--- src/rtl/u8smc_pkg.sv ---
`timescale 1ns / 1ps

package u8smc_pkg;

    localparam int BYTE_W      = 8;
    localparam int CP_W        = 21;
    localparam int PEND_W      = 2;
    localparam int LANG_W      = 3;
    localparam int THR_W       = 10;
    localparam int OUT_COUNT_W = 16;
    localparam int CFG_ADDR_W  = 1;
    localparam int CFG_DATA_W  = 10;

    // register indexes on the config port
    localparam logic [CFG_ADDR_W-1:0] REG_TARGET_LANGUAGE = 1'd0;
    localparam logic [CFG_ADDR_W-1:0] REG_THRESHOLD       = 1'd1;

    // target language codes
    localparam logic [LANG_W-1:0] LANG_KOREAN   = 3'd0;
    localparam logic [LANG_W-1:0] LANG_JAPANESE = 3'd1;
    localparam logic [LANG_W-1:0] LANG_CHINESE  = 3'd2;
    localparam logic [LANG_W-1:0] LANG_THAI     = 3'd3;
    localparam logic [LANG_W-1:0] LANG_LATIN    = 3'd4;
    localparam logic [LANG_W-1:0] LANG_ANY      = 3'd5;

    localparam logic [THR_W-1:0] THR_RESET = 10'd150;

    // script classes
    localparam logic [2:0] CLS_LATIN  = 3'd0;
    localparam logic [2:0] CLS_HANGUL = 3'd1;
    localparam logic [2:0] CLS_HAN    = 3'd2;
    localparam logic [2:0] CLS_KANA   = 3'd3;
    localparam logic [2:0] CLS_THAI   = 3'd4;
    localparam logic [2:0] CLS_JAMO   = 3'd5;
    localparam logic [2:0] CLS_OTHER  = 3'd6;

    typedef struct packed {
        logic letter;
        logic foreign;
    } cls_flags_t;

endpackage

--- src/rtl/u8smc_classify.sv ---
`timescale 1ns / 1ps

module u8smc_classify (
    input  logic [u8smc_pkg::CP_W-1:0]   cp,
    input  logic [u8smc_pkg::LANG_W-1:0] lang,
    output u8smc_pkg::cls_flags_t        flags
);
    import u8smc_pkg::*;

    logic [2:0] cls;
    logic       ok;

    function automatic logic in_rng(input logic [CP_W-1:0] v,
                                    input logic [CP_W-1:0] lo,
                                    input logic [CP_W-1:0] hi);
        return (v >= lo) && (v <= hi);
    endfunction

    always_comb
    begin
        if (in_rng(cp, 21'h41, 21'h5A) || in_rng(cp, 21'h61, 21'h7A) ||
            in_rng(cp, 21'h00C0, 21'h024F) || in_rng(cp, 21'h1E00, 21'h1EFF))
            cls = CLS_LATIN;
        else if (in_rng(cp, 21'hAC00, 21'hD7AF))
            cls = CLS_HANGUL;
        else if (in_rng(cp, 21'h1100, 21'h11FF) || in_rng(cp, 21'h3130, 21'h318F) ||
                 in_rng(cp, 21'hA960, 21'hA97F) || in_rng(cp, 21'hD7B0, 21'hD7FF))
            cls = CLS_JAMO;
        else if (in_rng(cp, 21'h4E00, 21'h9FFF) || in_rng(cp, 21'h3400, 21'h4DBF) ||
                 in_rng(cp, 21'hF900, 21'hFAFF))
            cls = CLS_HAN;
        else if (in_rng(cp, 21'h3040, 21'h30FF) || in_rng(cp, 21'h31F0, 21'h31FF))
            cls = CLS_KANA;
        else if (in_rng(cp, 21'h0E00, 21'h0E7F))
            cls = CLS_THAI;
        else
            cls = CLS_OTHER;
    end

    always_comb
    begin
        case (lang)
            LANG_KOREAN:   ok = (cls == CLS_HANGUL);
            LANG_JAPANESE: ok = (cls == CLS_KANA) || (cls == CLS_HAN);
            LANG_CHINESE:  ok = (cls == CLS_HAN);
            LANG_THAI:     ok = (cls == CLS_THAI);
            LANG_LATIN:    ok = (cls == CLS_LATIN);
            LANG_ANY:      ok = 1'b1;
            default:       ok = 1'b1;
        endcase
        // jamo is never allowed
        if (cls == CLS_JAMO)
            ok = 1'b0;
    end

    assign flags.letter  = (cls != CLS_OTHER);
    assign flags.foreign = (cls != CLS_OTHER) && !ok;

endmodule

--- src/rtl/utf8_script_mix_counter.sv ---
`timescale 1ns / 1ps

// channel   dir  handshake                      payload
// s_axis    in   s_axis_tvalid / s_axis_tready  tdata = text_byte, tlast = is_last
// m_axis    out  m_axis_tvalid / m_axis_tready  tdata = letter/foreign counts, tuser = too_foreign
// cfg       in   cfg_we (no wait)               cfg_addr = register index, cfg_wdata
//
// one byte per cycle while s_axis_tready is high: decode, script classification and counter update all
// happen in the cycle a byte is accepted, against the decoder state registers
// a last byte produces one result through the registered count capture, multiply and compare stages
// rst_n clears decoder state, counters and the pipeline valids; registers go to
// target_language = 4 (latin) and threshold_permille = 150
// a stalled result holds the output; input keeps flowing while an upstream stage
// is empty, and stops only when all three result stages are full

module utf8_script_mix_counter #(
    parameter int COUNT_WIDTH = 16
) (
    input  logic                               clk,
    input  logic                               rst_n,

    input  logic                               s_axis_tvalid,
    output logic                               s_axis_tready,
    input  logic [7:0]                         s_axis_tdata,   // [7:0] text_byte
    input  logic                               s_axis_tlast,   // is_last

    output logic                               m_axis_tvalid,
    input  logic                               m_axis_tready,
    output logic [31:0]                        m_axis_tdata,   // [15:0] letter_count, [31:16] foreign_count
    output logic                               m_axis_tuser,   // [0] too_foreign

    input  logic                               cfg_we,
    input  logic [u8smc_pkg::CFG_ADDR_W-1:0]   cfg_addr,
    input  logic [u8smc_pkg::CFG_DATA_W-1:0]   cfg_wdata
);
    import u8smc_pkg::*;

    localparam int PROD_W = COUNT_WIDTH + THR_W;
    localparam int EXT_W  = COUNT_WIDTH + OUT_COUNT_W;
    localparam logic [COUNT_WIDTH-1:0] CNT_MAX = {COUNT_WIDTH{1'b1}};
    localparam logic [EXT_W-1:0]       OUT_MAX = EXT_W'({OUT_COUNT_W{1'b1}});
    localparam logic [PROD_W-1:0]      PERMILLE = PROD_W'(1000);

    // config registers
    logic [LANG_W-1:0]       lang_reg;
    logic [THR_W-1:0]        thr_reg;

    // decoder state and running counts
    logic [CP_W-1:0]         partial_reg;
    logic [PEND_W-1:0]       pend_reg;
    logic [COUNT_WIDTH-1:0]  letters_reg;
    logic [COUNT_WIDTH-1:0]  foreign_reg;

    // result pipeline
    logic                    s1_valid_reg;
    logic [COUNT_WIDTH-1:0]  s1_letters_reg;
    logic [COUNT_WIDTH-1:0]  s1_foreign_reg;
    logic                    s2_valid_reg;
    logic [COUNT_WIDTH-1:0]  s2_letters_reg;
    logic [COUNT_WIDTH-1:0]  s2_foreign_reg;
    logic [PROD_W-1:0]       s2_fprod_reg;
    logic [PROD_W-1:0]       s2_tprod_reg;
    logic                    out_valid_reg;
    logic [OUT_COUNT_W-1:0]  out_letters_reg;
    logic [OUT_COUNT_W-1:0]  out_foreign_reg;
    logic                    out_flag_reg;

    logic [BYTE_W-1:0]       b;
    logic [CP_W-1:0]         cp_next;
    logic [PEND_W-1:0]       pend_next;
    logic                    count_en;
    cls_flags_t              flags;
    logic [COUNT_WIDTH-1:0]  letters_next;
    logic [COUNT_WIDTH-1:0]  foreign_next;
    logic                    accept;
    logic                    load1;
    logic                    ready2;
    logic                    ready3;
    logic [EXT_W-1:0]        l_ext;
    logic [EXT_W-1:0]        f_ext;

    assign b = s_axis_tdata;

    // loose utf-8 decode of one byte
    always_comb
    begin
        if (pend_reg != '0)
        begin
            cp_next   = {partial_reg[CP_W-7:0], b[5:0]};
            pend_next = pend_reg - PEND_W'(1);
        end
        else if (b < 8'h80)
        begin
            cp_next   = CP_W'(b);
            pend_next = '0;
        end
        else if (b >= 8'hF0)
        begin
            cp_next   = CP_W'(b[2:0]);
            pend_next = PEND_W'(3);
        end
        else if (b >= 8'hE0)
        begin
            cp_next   = CP_W'(b[3:0]);
            pend_next = PEND_W'(2);
        end
        else
        begin
            cp_next   = CP_W'(b[4:0]);
            pend_next = PEND_W'(1);
        end
        // a finished code point, or a cut-off sequence at the end of the text
        count_en = ((pend_next == '0) && ((pend_reg != '0) || (b < 8'h80))) ||
                   (s_axis_tlast && (pend_next != '0));
    end

    u8smc_classify u_classify (
        .cp    (cp_next),
        .lang  (lang_reg),
        .flags (flags)
    );

    // saturating counters
    always_comb
    begin
        letters_next = letters_reg;
        foreign_next = foreign_reg;
        if (count_en && flags.letter && (letters_reg != CNT_MAX))
            letters_next = letters_reg + COUNT_WIDTH'(1);
        if (count_en && flags.foreign && (foreign_reg != CNT_MAX))
            foreign_next = foreign_reg + COUNT_WIDTH'(1);
    end

    assign ready3        = !out_valid_reg || m_axis_tready;
    assign ready2        = !s2_valid_reg || ready3;
    assign s_axis_tready = !s1_valid_reg || ready2;
    assign accept        = s_axis_tvalid && s_axis_tready;
    assign load1         = accept && s_axis_tlast;

    always_ff @(posedge clk or negedge rst_n)
    begin
        if (!rst_n)
        begin
            lang_reg <= LANG_LATIN;
            thr_reg  <= THR_RESET;
        end
        else if (cfg_we)
        begin
            case (cfg_addr)
                REG_TARGET_LANGUAGE: lang_reg <= cfg_wdata[LANG_W-1:0];
                REG_THRESHOLD:       thr_reg  <= cfg_wdata[THR_W-1:0];
                default:             ;
            endcase
        end
    end

    always_ff @(posedge clk or negedge rst_n)
    begin
        if (!rst_n)
        begin
            partial_reg <= '0;
            pend_reg    <= '0;
            letters_reg <= '0;
            foreign_reg <= '0;
        end
        else if (accept)
        begin
            if (s_axis_tlast)
            begin
                // start the next text clean
                partial_reg <= '0;
                pend_reg    <= '0;
                letters_reg <= '0;
                foreign_reg <= '0;
            end
            else
            begin
                partial_reg <= cp_next;
                pend_reg    <= pend_next;
                letters_reg <= letters_next;
                foreign_reg <= foreign_next;
            end
        end
    end

    // pipeline valids
    always_ff @(posedge clk or negedge rst_n)
    begin
        if (!rst_n)
        begin
            s1_valid_reg  <= 1'b0;
            s2_valid_reg  <= 1'b0;
            out_valid_reg <= 1'b0;
        end
        else
        begin
            if (s_axis_tready)
                s1_valid_reg <= load1;
            if (ready2)
                s2_valid_reg <= s1_valid_reg;
            if (ready3)
                out_valid_reg <= s2_valid_reg;
        end
    end

    // widen the counts so saturation works for any counter width
    assign l_ext = EXT_W'(s2_letters_reg);
    assign f_ext = EXT_W'(s2_foreign_reg);

    // pipeline payload
    always_ff @(posedge clk)
    begin
        if (load1)
        begin
            s1_letters_reg <= letters_next;
            s1_foreign_reg <= foreign_next;
        end
        if (ready2 && s1_valid_reg)
        begin
            s2_letters_reg <= s1_letters_reg;
            s2_foreign_reg <= s1_foreign_reg;
            s2_fprod_reg   <= PROD_W'(s1_foreign_reg) * PERMILLE;
            s2_tprod_reg   <= PROD_W'(thr_reg) * PROD_W'(s1_letters_reg);
        end
        if (ready3 && s2_valid_reg)
        begin
            out_letters_reg <= (l_ext > OUT_MAX) ? {OUT_COUNT_W{1'b1}} : l_ext[OUT_COUNT_W-1:0];
            out_foreign_reg <= (f_ext > OUT_MAX) ? {OUT_COUNT_W{1'b1}} : f_ext[OUT_COUNT_W-1:0];
            out_flag_reg    <= (s2_fprod_reg > s2_tprod_reg);
        end
    end

    assign m_axis_tvalid = out_valid_reg;
    assign m_axis_tdata  = {out_foreign_reg, out_letters_reg};
    assign m_axis_tuser  = out_flag_reg;

    // checks

    // a last byte leaves the decoder and counters cleared
    a_clear_after_last: assert property (@(posedge clk) disable iff (!rst_n)
        (accept && s_axis_tlast) |=>
            (letters_reg == '0 && foreign_reg == '0 && pend_reg == '0))
        else $error("state not cleared after last byte");

    // every foreign letter is also a letter
    a_foreign_le_letters: assert property (@(posedge clk) disable iff (!rst_n)
        foreign_reg <= letters_reg)
        else $error("foreign count above letter count");

    // the flag needs at least one foreign letter
    a_flag_needs_foreign: assert property (@(posedge clk) disable iff (!rst_n)
        (m_axis_tvalid && m_axis_tuser) |-> (m_axis_tdata[31:16] != 16'd0))
        else $error("too_foreign set with no foreign letters");

    // input is held back only when every result stage is occupied
    a_ready_low_full: assert property (@(posedge clk) disable iff (!rst_n)
        !s_axis_tready |-> (s1_valid_reg && s2_valid_reg && out_valid_reg && !m_axis_tready))
        else $error("input stalled with room in the result pipeline");

endmodule

--- config.mk ---
export PLATFORM = sky130hd
export DESIGN_NAME = utf8_script_mix_counter
export DESIGN_NICKNAME = d
export VERILOG_FILES = /design/src/rtl/u8smc_pkg.sv /design/src/rtl/u8smc_classify.sv /design/src/rtl/utf8_script_mix_counter.sv
export SDC_FILE = /design/constraint.sdc
export NUM_CORES = 1
export LEC_CHECK = 0
export ABC_AREA = 0
export ABC_CLOCK_PERIOD_IN_PS = 5600
export BUFFER_PORTS_ARGS = -buffer_cell sky130_fd_sc_hd__buf_2
export CAP_MARGIN = 10
export CORE_UTILIZATION = 40
export DETAILED_ROUTE_END_ITERATION = 8
export PLACE_DENSITY = 0.67
export REMOVE_ABC_BUFFERS = 1
export SYNTH_ARGS = -nofsm -noshare
export SYNTH_HDL_FRONTEND = slang
export SYNTH_SLANG_ARGS = --single-unit
--- constraint.sdc ---
create_clock -name clk -period 5.6 [get_ports clk]
set_input_delay 1.12 -clock clk [delete_from_list [all_inputs] [get_ports clk]]
set_output_delay 1.12 -clock clk [all_outputs]
set_load 0.02 [all_outputs]
; ---- Word-level counts from Yosys, hierarchy flattened
; Index checks and enable logic that the tools add are counted.
[totals]
mem_bits_rw = 0
wordCells = 146
reg_bits = 211
mem_count = 0
out_inout_bits = 35
latchBits = 0
input_bits = 25
mem_bits_ro = 0
[classes]
muxes = 22
magnitude_cmp = 36
n_eq_ne = 12
mul = 2
n_reduce_logical = 52
n_addsub = 3
div_mod_pow = 0
bitwise_logic = 1
n_shift = 0
[op_table]
columns = operator, count
row1 = $le 21x16->1 const B, 5
row2 = $ge 21x14->1 const B, 4
row3 = $ge 21x16->1 const B, 4
row4 = $mux 16, 4
row5 = $le 21x14->1 const B, 3
row6 = $ge 21x13->1 const B, 2
row7 = $ge 21x7->1 const B, 2
row8 = $le 21x13->1 const B, 2
row9 = $le 21x7->1 const B, 2
row10 = $add 16x1->16 const B, 2
row11 = $gt 16x16->1 const B, 2
row12 = $ne 16x16->1 const B, 2
row13 = $gt 26x26->1, 1
row14 = $logic_and 1x1->1, 26
row15 = $mul 10x16->26, 1
row16 = $mul 16x7->23 const B, 1
row17 = $ge 21x12->1 const B, 1
row18 = $ge 21x15->1 const B, 1
row19 = $ge 21x8->1 const B, 1
row20 = $le 21x10->1 const B, 1
row21 = $le 21x12->1 const B, 1
row22 = $le 21x15->1 const B, 1
row23 = $mux 21, 1
row24 = $ge 8x8->1 const B, 2
row25 = 20 further kinds, 56

; ---- Longest topological paths before layout
; Gate-level depths: netlist of the first run.
[logic_depth]
depth_word = 23
ltp_mapped = 22
ltp_nobuf = 21

; ---- By module
; From an unflattened synthesis of the first run, not the netlist that was laid out.
[unflattened]
hier_cells = 1550
hier_area_um2 = 16802.4
[by_module_without_submodules]
columns = module, cells_each, n_inst, seq_area_each_um2, area_per_inst_um2
row1 = utf8_script_mix_counter, 1437, 1, 5957.0, 16076.7
row2 = u8smc_classify, 113, 1, 0.0, 725.7

; ---- Worst setup path after synthesis of the first run
; OpenSTA, ideal clock, no wires.
[synth_timing]
path_type = register -> register
start = reg thr_reg[2]
end = reg s2_tprod_reg[25] (data pin)
path_stages_with_launch = 21
n_path_buf = 1
required_ns = 5.335
period_less_slack_ns = 5.579
slack_ns = 0.021
arrival_time_ns = 5.314
setup_time_ns = 0.265
cell_sequence = dfstp_2 > clkbuf_1 > nand2_1 > fa_1 > fa_1 > inv_1 > ha_1 > inv_1 > fa_1 > inv_1 > fa_1 > ha_1 > nand3_1 > o211ai_1 > or4_1 > a31oi_1 > o211ai_1 > a31oi_1 > a211oi_1 > o21ai_0 > a31oi_1
[synth_via]
elab_chain_len = 1
[synth_rtl]
columns = item, line
row1 = start: declaration, utf8_script_mix_counter.sv:46  ; logic [THR_W-1:0] thr_reg;
row2 = start signal: assignment, utf8_script_mix_counter.sv:151  ; REG_THRESHOLD: thr_reg <= cfg_wdata[THR_W-1:0];
row3 = $mul 10x16->26, utf8_script_mix_counter.sv:223  ; s2_tprod_reg <= PROD_W'(thr_reg) * PROD_W'(s1_letters_reg);
row4 = end signal: assignment, utf8_script_mix_counter.sv:223
row5 = end: declaration, utf8_script_mix_counter.sv:62  ; logic [PROD_W-1:0] s2_tprod_reg;
; No other way between the ends.
; A chain may end at the register's enable or synchronous reset.

; ---- Worst setup path after layout of the first run
[layout_timing]
start = reg thr_reg[2]
end = reg s2_tprod_reg[24] (data pin)
; The elaborated chain is that of the path after synthesis.

==> results.txt, run 1 <==
STA classifies the critical path startpoint as a flop. Detailed placement finished with a half-perimeter wire length of between 20000 and 30000 µm. Synthesis produced a netlist whose cell count is around 1600. After synthesis, the cell types taking the most area are edfxtp_1 (25%), fa_1 (19%), ha_1 (10%). The full die area is between 0.04 and 0.05 mm². The top cell type's share of synthesized area is roughly a quarter.

The minimum setup slack after placement is -0.0276 ns. The register with the most flip-flops in the layout has 26 of them. The flip-flop and latch count after synthesis came out at ~210. The most numerous cell type found on the critical path is fa_1.

The sequential fraction of the synthesis area came out at a little over a third. The maximum clock insertion buffer count came out at 3. The width of the chip came out at around 210 µm. The count of buffers inserted at the top-level ports is between 50 and 60.

The global-route wire length before repair came out at 62500 µm. The via count of the first global-routing pass is about 13000. The height of the die is about 210 µm. The design draws 9.44 mW. The number of hold-slack violations in the final timing report came out at 0. The total number of placement rows is between 70 and 80. The pin count of the biggest net entering global routing came out at between 60 and 70.

The buffer cell driving the clock tree root is clkbuf_16. In the synthesized netlist the dominant register cell turns out to be edfxtp_1. Walking the worst path, the cells encountered are buf_6 > buf_6 > nand2_1 > fa_1 > inv_1 > fa_1 > fa_1 > fa_1 > fa_1 > ha_4 > a21o_1 > a21o_1 > buf_4 > nor3_2 > o211a_4 > nor3_4 > nor3_2 > o31ai_1 > a21oi_1 > xnor2_1. The summed instance area of the synthesized netlist came out at 0.0170 mm². The cell area power density is slightly below 500 mW/mm².

The count of warnings emitted by yosys came out at 0. TritonCTS built the clock tree. The total track usage came out at 17.8%. The total of endpoints with negative setup slack in the final report is 0. The first-iteration detailed-routing DRC count came out at 540. Summed over all layers, the routed wires come to 37600 µm. The worst clock skew is roughly 0.016 ns. In the layout the commonest cells are nand2_1 (168), fa_1 (164), inv_1 (162).

The post-route netlist has 12.8% of its cells at a drive strength greater than 1. Timing would allow up to 182 MHz. After layout, the worst path uses around 98% of the clock period. The worst hold path belongs to the class reg2reg. The average instance area after synthesis came out at between 10 and 15 µm². Once placement finished, the instance area stood at about 0.018 mm². The power share of the clock group came out at approximately 17%. The arrival time of data at the critical path endpoint came out at 5.77 ns. The number of pins exceeding their max-slew limit in the final report is 0. The maximum net fanout on the critical path came out at 9. The starting utilization of the core area is around two fifths. The transition time at the pin with the least slew margin is 0.928 ns. The final-stage net count came out at roughly 2000. The slowest stage of the critical path belongs to the cell dfstp_2. In this run the standard cell core region covers 0.0419 mm².

From synthesis to final layout, the design area changed by 13.0%. The count of distinct cell types in the synthesized netlist is 77. The leakage power is 8.51 nW.

CTS built an H-tree with a depth of 1. The time the worst path needs with I/O delays and setup is about 5.5 ns. The switching portion of total power is ~39%. Of all cell types, the one taking the most synthesized area is edfxtp_1. The switching power came out at around 3.7 mW. In this run the count of I/O pins placed on the die edge is 60. The clock sink count came out at about 210. The number of antenna violations at the first check in global routing is 0. The cell type group with the largest total delay on the critical path is adder cells. The post-synthesis async set-or-reset flop share came out at 31.1%.

The run finished with clean final reports. The number of maximum-capacitance violations came out at 0. The relative contribution of combinational cells to total power is a little under three fifths. Yosys mapped a number of flops with a built-in enable equal to between 100 and 150. The first detailed-routing pass ran for 5 iterations. The number of hold buffers added after cts came out at 0. The overall overflow remaining after global route came out at 0.

The final routed DRC violation total came out at 0. The worst max-slew margin expressed relative to the limit came out at between 30% and 40%. The critical path contains buffers and inverters numbering 4 combined. The number of vias in the routed layout came out at 12000. The via density per instance came out at 5.33. The largest incremental delay on the critical path came out at between 0.5 and 0.6 ns. The final worst setup slack came out at 0.114 ns. The most common library cell in the layout ignoring fill and taps is nand2_1. The worst setup path is captured at a flop. With fillers left out, the area of the finished cells amounts to just under 0.02 mm². In the final routed layout, each cell accounts on average for between 15 and 20 µm. The clock transition at the registers of the reported paths is 0.07 ns. The number of fill cells in the layout is between 3000 and 4000.

The internal power of the cells totals between 5 and 6 mW. At the later pin of the worst-skew pair, clock insertion delay measures roughly 0.54 ns. The final weighted congestion of routability-driven global placement came out at 0.871. The number of clock buffers added by TritonCTS is 24. The maximum resistive drop on vdd is about 0.00037 V. The required time at the endpoint of the critical path is 5.89 ns. The critical path in this run is classified as reg2reg. The remaining number of nets flagged by the antenna check after routing came out at 0. The part of the power in registers came out at between 20 and 30%.
==> routing by layer <==
| metal | GRT usage [%] | part of all wire [%] |
|---|---|---|
| met5 | 0 | 0 |
| met4 | 4.93 | 1.8 |
| met3 | 2.42 | 4.7 |
| met2 | 30.4 | 48 |
| met1 | 23.7 | 45 |
==> synthesized netlist by cell type (all sizes together), types with 13 or more instances <==
library cell  count
nand2           169
a21oi            33
and3             17
inv             162
and2             86
o211ai           13
nor2             74
xor2             20
nand4            24
ha              139
a21o             20
edfxtp          144
or4              14
xnor2            47
o21ai            52
dfrtp            60
mux2i            15
nor4             17
fa              164
nand3            46
clkbuf           56
mux2             17
nor2b            23
nor3             36
==> worst paths after layout <==
| path | startpoint | to | slack [ns] | cells after the start |
|---|---|---|---|---|
| min in group asynchronous | rst_n | letters_reg[1] | 0.80 | 2 |
| min | s2_foreign_reg[4] | out_foreign_reg[4] | 0.42 | 0 |
| min reg2reg | s2_foreign_reg[4] | out_foreign_reg[4] | 0.42 | 0 |
| max | thr_reg[2] | s2_tprod_reg[24] | 0.11 | 20 |
| max in group asynchronous | rst_n | thr_reg[8] | 4.18 | 2 |
| max reg2reg | thr_reg[2] | s2_tprod_reg[24] | 0.11 | 20 |
==> area by class of cell <==
type,count,area [µm²],area share [%]
clock buffers,31,648,3.37
repair buffers,126,817,4.25
diodes,3,7.51,0.0391
clock inverters,13,169,0.879
well taps,539,674,3.51
flip-flops and latches,209,5960,31.0
multi-input cells,1160,10300,53.7
inverters,163,612,3.18
==> worst reg2reg max path, delay by kind of cell (launching register included) <==
kind	cells	cell delay [ns]
xor gates and xnor gates	1	0.08
DFF	1	0.59
and+or+nand+nor	4	0.51
adders and majority gates	6	2.74
buffers and inverters	4	0.45
AOI/OAI and AO/OA	5	0.87
==> repair_timing <==
action,4_1_cts,5_1_grt
gates resized for setup,1,30
endpoints found under the hold margin,0,0
setup endpoints to repair,3,8
buffers inserted,0,8
pin swaps,1,25
==> through the flow <==
step | hold WS (ns) | cells | util (%) | setup TNS [ns]
floorplan | 0.400 | 1532 | - | 0
global route | 0.423 | 2241 | 45.8 | -0.0536
finish | 0.417 | 2244 | 45.8 | 0
global placement | 0.401 | 2189 | 43.3 | -0.0155
detailed placement | 0.405 | 2189 | 43.3 | -0.0549
CTS | 0.420 | 2233 | 45.3 | -0.0214
==> kinds of logic after synthesis <==
family / after synthesis / synth area share (%)
DFF: 209 / 35.0
xor gates and xnor gates: 67 / 3.45
AOI/OAI and AO/OA: 209 / 8.34
buffers and inverters: 228 / 5.11
and+or+nand+nor: 549 / 16.5
muxes: 32 / 2.01
adders and majority gates: 303 / 29.5
==> power by group through the flow <==
stage                     registers [mW]  clock network (mW)  logic [mW]
after floorplan                     2.38                   0        3.80
after global placement              2.40                   0        4.91
after detailed placement            2.41                   0        5.02
after CTS                           2.38                1.69        5.09
after global routing                2.41                1.75        6.16
final                               2.38                1.64        5.42
(Power assumes the default switching activity.)
==> run 2, diff against run 1 <==
--- a/config.mk
+++ b/config.mk
@@ -12,6 +12,7 @@
 export CORE_UTILIZATION = 40
 export DETAILED_ROUTE_END_ITERATION = 8
 export PLACE_DENSITY = 0.67
+export RECOVER_POWER = 50
 export REMOVE_ABC_BUFFERS = 1
 export SYNTH_ARGS = -nofsm -noshare
 export SYNTH_HDL_FRONTEND = slang
==> results.txt, run 2 (same netlist as run 1, synthesis figures left out) <==
The critical-path cell with the highest stage delay is dfstp_2. The final cell count without fillers came out at 2243. Summing all placed instances gives a cell area of approximately 0.018 mm². The worst clock skew is approximately 0.017 ns. The pin count of the biggest net entering global routing came out at 69. The worst-case IR drop observed on VDD is roughly 0.00037 V. Pin placement for this block handled 60 I/O pins. The critical path in this run is classified as reg2reg. The first detailed-routing pass ran for 5 iterations. In this run the power spent charging and discharging nets is around 3.7 mW. The cell that appears most often on the critical path is fa_1. The time the worst path needs with I/O delays and setup came out at around 5.5 ns. TritonCTS built the clock tree. The maximum clock insertion buffer count came out at 3. The final reports fail on capacitance limit, slew limit. The layout overhead on the synthesized area came out at 12.6%.

Net switching is between 30% and 40% of the power. The path class of the tightest hold or removal check is reg2reg. The worst setup path is launched from a flop. Leaving out fill and tap cells, the most frequent cell in the layout is nand2_1. In this run the static leakage power is approximately 8.4 nW. The number of antenna violations at the first check in global routing came to 0. At the later pin of the worst-skew pair, clock insertion delay measures about 0.54 ns. The number of buffers added by the clock tree synthesis step came out at 24. The utilization after layout is around 46%. The number of fill cells in the layout is roughly 3900. The post-route netlist has roughly 11% of its cells at a drive strength greater than 1. The kind of end point of the critical path is a flop.

In the routed layout, each cell is associated on average with a via count of around 5.3. The number of hold buffers added after cts is 0. The count of buffers inserted at the top-level ports is 59.

The number of maximum-capacitance violations is 2. The starting utilization of the core area came out at between 40% and 50%. The run finished, with violations left. Cell internal power was estimated by the tool at ~5.7 mW. The number of hold-slack violations in the final timing report came out at 0. After the first detailed-routing iteration, the DRC count stood at around 570. The sequential standard cell area came out at approximately 0.006 mm². After clock tree synthesis, the clock-pin slew on the worst setup and hold paths is around 0.060 ns.

The final worst setup slack came out at approximately 0.11 ns. The transition time at the pin with the least slew margin came out at between 3 and 4 ns. The H-tree depth reported by CTS came out at 1. The total number of placement rows is 75. The part of the power in registers came out at between 20% and 30%. The global-route wire length before repair is between 60000 and 70000 µm.

The overall overflow remaining after global route came out at 0. Global routing consumed, over all layers together, 17.8% of the routing resources. The cell area power density came out at 492 mW/mm². The finished cells cover approximately 0.019 mm². Measured along the y axis, the die boundary spans roughly 210 µm.

The clock network is responsible for 17.4% of the overall power. The core area is approximately 0.042 mm². The required time at the endpoint of the critical path came out at 5.89 ns.

The final weighted congestion of routability-driven global placement is 0.871. The HPWL after detailed placement came out at ~29000 µm. Dividing the detail-routed wire length by the instance count gives 16.7 µm.

The clock sink count came out at about 210. The full die area is approximately 0.043 mm². The largest incremental delay on the critical path came out at about 0.59 ns. The register with the most flip-flops in the layout has 26 of them. Of all nets on the critical path, the largest fanout is 9. The maximum clock frequency is between 150 and 200 MHz. The via count of the first global-routing pass came out at 12500.

The width of the chip is 208 µm. The root buffer cell chosen for the clock tree is clkbuf_16. The final wirelength came out at around 38000 µm. The multi-input combinational cell area is 0.0103 mm². In the layout the commonest cells are nand2_1 (169), fa_1 (164), inv_1 (162). Headroom to the max-slew limit came out at -154%.

The final-stage net count came out at 2012. The final routed DRC violation total came out at 0. Once detail routing completed, the nets flagged for antenna violations numbered 0. The arrival time of data at the critical path endpoint is a little under 6 ns. The minimum setup slack after placement is -0.0276 ns. The critical path goes through buf_6 > buf_6 > nand2_1 > fa_1 > inv_1 > fa_1 > fa_1 > fa_1 > fa_1 > ha_4 > a21o_1 > a21o_1 > buf_4 > nor3_2 > o211a_4 > nor3_4 > nor3_2 > o31ai_1 > a21oi_1 > xnor2_1. The number of pins exceeding their max-slew limit in the final report is 100.

The number of vias in the routed layout is between 10000 and 15000. The relative contribution of combinational cells to total power is between 50 and 60%. Setup violations remaining at the end of the flow were counted as 0.

The cell total after placement came out at 2189. The worst path uses 98.0% of the clock period.
[run 2: cell count changes in the layout (fill, tap and decap cells not counted), sizes merged]
cell | previous run | this run
buf | 126 | 97
diode | 3 | 2
clkbuf | 31 | 60
[run 2: metal layers]
| metal | GRT usage (%) | vias to the layer above | wire (µm) |
|---|---|---|---|
| met5 | 0 | - | 0 |
| met4 | 4.93 | 0 | 650 |
| met3 | 2.42 | 51 | 1800 |
| met2 | 30.4 | 250 | 18400 |
| met1 | 23.7 | 5976 | 16700 |
| li1 | - | 5692 | - |
[run 2: timing repair]
| item | in CTS | in global routing |
|---|---|---|
| gates cloned | 0 | 0 |
| resized for setup | 1 | 30 |
| setup endpoints to repair | 3 | 8 |
| setup buffers | 0 | 8 |
| pin swaps | 1 | 25 |
[run 2: layout make-up]
type	count	area share [%]
Sequential cell	209	31.1
Antenna cell	2	0.0261
Inverter	163	3.20
Timing Repair Buffer	126	3.95
Multi-Input combinational cell	1160	53.9
Clock buffer	31	3.39
Clock inverter	13	0.882
Tap cell	539	3.52
[run 2: path summary, 6_finish.rpt]
path                                    from                  to  slack, ns  cells after the start
setup / recovery                  thr_reg[2]    s2_tprod_reg[24]       0.11                     20
hold / removal             s2_foreign_reg[4]  out_foreign_reg[4]       0.42                      0
setup reg to reg                  thr_reg[2]    s2_tprod_reg[24]       0.11                     20
hold reg to reg            s2_foreign_reg[4]  out_foreign_reg[4]       0.42                      0
max in group asynchronous              rst_n          thr_reg[8]       1.17                      2
min in group asynchronous              rst_n      partial_reg[0]       2.01                      2
[run 2: per-stage QoR]
step,hold WS [ns],power [mW],TNS (ns)
finish,0.417,9.43,0
floorplan,0.400,6.19,0
global route,0.423,10.3,-0.0537
CTS,0.420,9.16,-0.0214
detailed placement,0.405,7.44,-0.0549
global placement,0.401,7.31,-0.0155
[run 2: power by group through the flow]
stage	sequential, mW	combinational (mW)	clock (mW)
4_1_cts	2.38	5.09	1.69
2_1_floorplan	2.38	3.80	0
3_3_place_gp	2.40	4.91	0
5_1_grt	2.41	6.15	1.75
3_5_place_dp	2.41	5.02	0
6_report	2.38	5.41	1.64
[run 2: critical path: cells and delay by family (launching register included)]
kind	cells	cell delay (ns)
adders and majority gates	6	2.73
AOI/OAI and AO/OA	5	0.87
DFF	1	0.59
and+or+nand+nor	4	0.50
buffers and inverters	4	0.45
xor gates and xnor gates	1	0.08
